--- config.mk ---
export PLATFORM = sky130hd
export DESIGN_NAME = ptbl_ram
export DESIGN_NICKNAME = d
export VERILOG_FILES = /design/src/design/per_user_token_bucket_limiter_unit_defines.svh /design/src/design/ptbl_ram.sv
export SDC_FILE = /design/constraint.sdc
export NUM_CORES = 1
export LEC_CHECK = 0
export ABC_AREA = 1
export BUFFER_PORTS_ARGS = -buffer_cell sky130_fd_sc_hd__buf_2
export CAP_MARGIN = 25
export CORE_ASPECT_RATIO = 2
export CORE_UTILIZATION = 65
export DETAILED_ROUTE_END_ITERATION = 16
export GPL_ROUTABILITY_DRIVEN = 0
export HOLD_SLACK_MARGIN = 0.06
export PLACE_DENSITY = 0.86
export SETUP_SLACK_MARGIN = 0.4
export SLEW_MARGIN = 5
export SYNTH_ARGS = -nofsm -noshare
export SYNTH_HDL_FRONTEND = slang
export SYNTH_SLANG_ARGS = --single-unit
--- constraint.sdc ---
create_clock -name aclk -period 2.8 [get_ports aclk]
set_input_delay 0.28 -clock aclk [delete_from_list [all_inputs] [get_ports aclk]]
set_output_delay 0.28 -clock aclk [all_outputs]
set_load 0.005 [all_outputs]
--- src/design/per_user_token_bucket_limiter_unit_defines.svh ---
// Assertion macros shared by the token bucket limiter RTL.
// Used by per_user_token_bucket_limiter_unit.sv; relies on aclk and aresetn in scope.
`ifndef PER_USER_TOKEN_BUCKET_LIMITER_UNIT_DEFINES_SVH
`define PER_USER_TOKEN_BUCKET_LIMITER_UNIT_DEFINES_SVH

// Consequent must hold in the same cycle as the antecedent.
`define PTBL_ASSERT_NOW(label, ante, cons) \
    label: assert property (@(posedge aclk) disable iff (!aresetn) (ante) |-> (cons)) \
        else $error("ptbl assertion failed");

// Consequent must hold in the cycle after the antecedent.
`define PTBL_ASSERT_NEXT(label, ante, cons) \
    label: assert property (@(posedge aclk) disable iff (!aresetn) (ante) |=> (cons)) \
        else $error("ptbl assertion failed");

`endif

--- src/design/ptbl_ram.sv ---
`timescale 1ns / 1ps
// Generic single-write, single-read RAM with a registered read port.
// No dependencies.
module ptbl_ram #(
    parameter int unsigned WIDTH = 8,
    parameter int unsigned DEPTH = 16,
    parameter int unsigned ADDR_W = 4
) (
    input  logic              aclk,
    input  logic              we,
    input  logic [ADDR_W-1:0] waddr,
    input  logic [WIDTH-1:0]  wdata,
    input  logic              re,
    input  logic [ADDR_W-1:0] raddr,
    output logic [WIDTH-1:0]  rdata
);

    logic [WIDTH-1:0] mem [DEPTH];

    always_ff @(posedge aclk) begin
        if (we) begin
            mem[waddr] <= wdata;
        end
        if (re) begin
            rdata <= mem[raddr];
        end
    end

endmodule
==> impl_metrics.py <==
metrics = {
    "run_status": {
        "status": "finished clean",
    },
    "route": {
        "viasPerCell": 5.90,
        "routed_wl_mm": 13.1,
        "drt_iter0_drc": 518,
        "wl_met3_mm": 1.08,
        "route.met2.wl_mm": 7.06,
        "drtAntennaViolNets": 0,
        "first_pass_iters": 6,
        "drt-met1-wl_mm": 4.13,
        "wl_per_cell_um": 19.0,
        "top_layer_used": "met4",
        "vias": 4062,
        "drc_errors": 0,
    },
    "power": {
        "clkPwrFrac_pct": 48.8,
        "switching_power_mw": 0.995,
        "power_density_nw_per_um2": 759,
        "seqPwrFrac_pct": 45.9,
        "p_comb_share_pct": 5.3,
        "netSwitchingFraction_pct": 19.8,
        "peakVddDrop_v": 0.000740,
        "power.internal_mw": 4.03,
        "finalPower_mw": 5.03,
        "p_leak_nw": 2.87,
    },
    "sta": {
        "min_period_ps": 1590,
        "rsz0062_at_grt": "no",
        "max_slew_margin_pct": 43.1,
        "setup_viol": 0,
        "tightest_slew_ps": 851,
        "min_period_over_period_pct": 56.8,
        "tns_ps": 0,
        "fmax_ghz": 0.629,
        "finalHoldViolCount": 0,
        "drv_slew": 0,
        "clock_skew_ps": 5.09,
    },
    "cts": {
        "cts_tree": "done",
        "cts_root_buffer": "clkbuf_16",
        "cts_repair_resize_count": 0,
        "clk_pin_slew_ps": 60,
        "clock-sinks": 136,
        "htreeDepth": 4,
        "numCtsBuffers": 17,
        "cts_hold_buf": 0,
        "clock_latency_ps": 410,
        "post_cts_buffers": 0,
        "clockBufferDepth": 2,
    },
    "floorplan": {
        "core_um2": 8650,
        "io_pins": 27,
        "row_count": 48,
        "dieWidth_um": 69.1,
        "die_y_um": 136,
        "start_util_pct": 67.6,
        "dieArea_um2": 9400,
    },
    "finish": {
        "syn2layout_area_growth_pct": 13.4,
        "fin_nets": 594,
        "diodes": 0,
        "drive_gt1_share_pct": 10.2,
    },
    "yosys": {
        "synth_ff_type": "edfxtp_1",
        "synthTopCellsByArea": "edfxtp_1, nand2_1, nand3_1",
        "yosysMostFrequentCell": "nand2_1",
        "netlist.area_leader.share_pct": 69.8,
        "synth_cell_type_count": 11,
        "synth_edf_count": 136,
        "ys_seq_elements": 136,
        "syn_inst": 551,
        "postSynth.asyncResetShare_pct": 0,
        "ys_warn_count": 0,
        "syn_avg_cell_area_um2": 10.6,
        "synth.net_count": 570,
        "ys_seq_area_share_pct": 69.8,
        "synth_area_um2": 5850,
        "netlist_top_cells_count": "nand2_1, edfxtp_1, inv_1, nand3_1, nor2_1",
        "synth_top_cell_by_area": "edfxtp_1",
    },
    "setup_path": {
        "endpoint": "rdata[6]",
        "worstSetupPathType": "in2reg",
        "critPathCaptureType": "flop",
        "path_max_fanout": 34,
        "ff2ff_path_depth": 6,
        "critPathLaunchType": "primary input",
        "crit_arrival_ps": 1760,
        "cp.required_ps": 2970,
        "reg2reg_slack_ps": 1520,
        "r2r_end": "rdata[5]",
        "reg2reg_from": "mem[1][5]",
        "setup.worst_path.start": "raddr[0]",
    },
    "placed_design": {
        "io_buffers": 26,
        "dp_hpwl_mm": 7.76,
    },
    "grt": {
        "grt.overflow.total": 0,
        "first_global_vias": 3968,
        "antenna_found_initial": 0,
        "grt_pass1_wl_mm": 20.4,
        "grt_usage_pct": 30.4,
        "grt_max_degree": 65,
    },
    "worst_hold_path": {
        "hold_class": "in2reg",
    },
    "run": {
        "maxCapViolCount": 0,
    },
}
critical path, cell delays in order:
cell	delay (ps)
buf_2	450
buf_4	430
nand2_1	100
nand3_1	90
nand3_1	180
nand3_1	150
nand2_1	50
layout by cell type, fill, tap and decap left out:
cell type	n
inv_6	2
buf_12	1
clkinv_2	3
buf_4	2
clkbuf_16	17
inv_1	100
nand3b_1	2
clkinvlp_4	1
buf_2	26
clkbuf_1	2
clkinv_1	1
nand3_1	97
bufinv_16	6
inv_2	2
edfxtp_1	136
nand2_1	173
nor2_1	17
metrics by stage:
stage | area, um2 | utilization (%) | hold slack (ps) | cells | setup WS (ps)
finish | 6630 | 76.6 | 234 | 688 | 1210
detailed placement | 5970 | 69.0 | 650 | 656 | 828
global placement | 5970 | 69.0 | 638 | 656 | 882
global route | 6630 | 76.6 | 222 | 688 | 1100
CTS | 6630 | 76.6 | 221 | 688 | 1260
floorplan | 5850 | - | 379 | 551 | 1570
how the worst min path moves through the flow:
stage / startpoint / end / slack [ps] / cells after the start
after floorplan: wdata[0] / mem[0][0] / 380 / 0
after global placement: re / rdata[5] / 640 / 1
after detailed placement: re / rdata[4] / 650 / 1
after CTS: re / rdata[3] / 220 / 1
after global routing: re / rdata[3] / 220 / 1
final: re / rdata[3] / 230 / 1
layer usage:
metal	global-route usage [%]	vias to the layer above
met2	52.6	286
li1	-	1831
met1	31.4	1878
met5	0	-
met3	7.78	67
met4	22.2	0
cells by family after synthesis:
kind of cell / after synthesis / share of synthesized area [%]
DFF: 136 / 69.8
buffers and inverters: 126 / 9.39
and+or+nand+nor: 289 / 20.8
sequential cells by signal, indices dropped and copies added (netlist names):
signal	cells
rdata	8
mem	128
final cells by class:
| cell class | instances | area, um2 |
|---|---|---|
| Clock buffer | 19 | 433 |
| Sequential cell | 136 | 4080 |
| Clock inverter | 13 | 224 |
| Timing Repair Buffer | 29 | 165 |
| Fill cell | 489 | 2020 |
| Multi-Input combinational cell | 289 | 1210 |
| Tap cell | 100 | 125 |
| Inverter | 102 | 383 |
power groups by stage:
stage          Sequential (mW)  Clock [mW]  Combinational (mW)
3_3_place_gp              2.35           0               0.249
3_5_place_dp              2.35           0               0.257
2_1_floorplan             2.35           0               0.161
4_1_cts                   2.31        2.46               0.262
5_1_grt                   2.31        2.54               0.293
6_report                  2.31        2.45               0.269
Note: power is estimated with default switching activity, not from simulation.
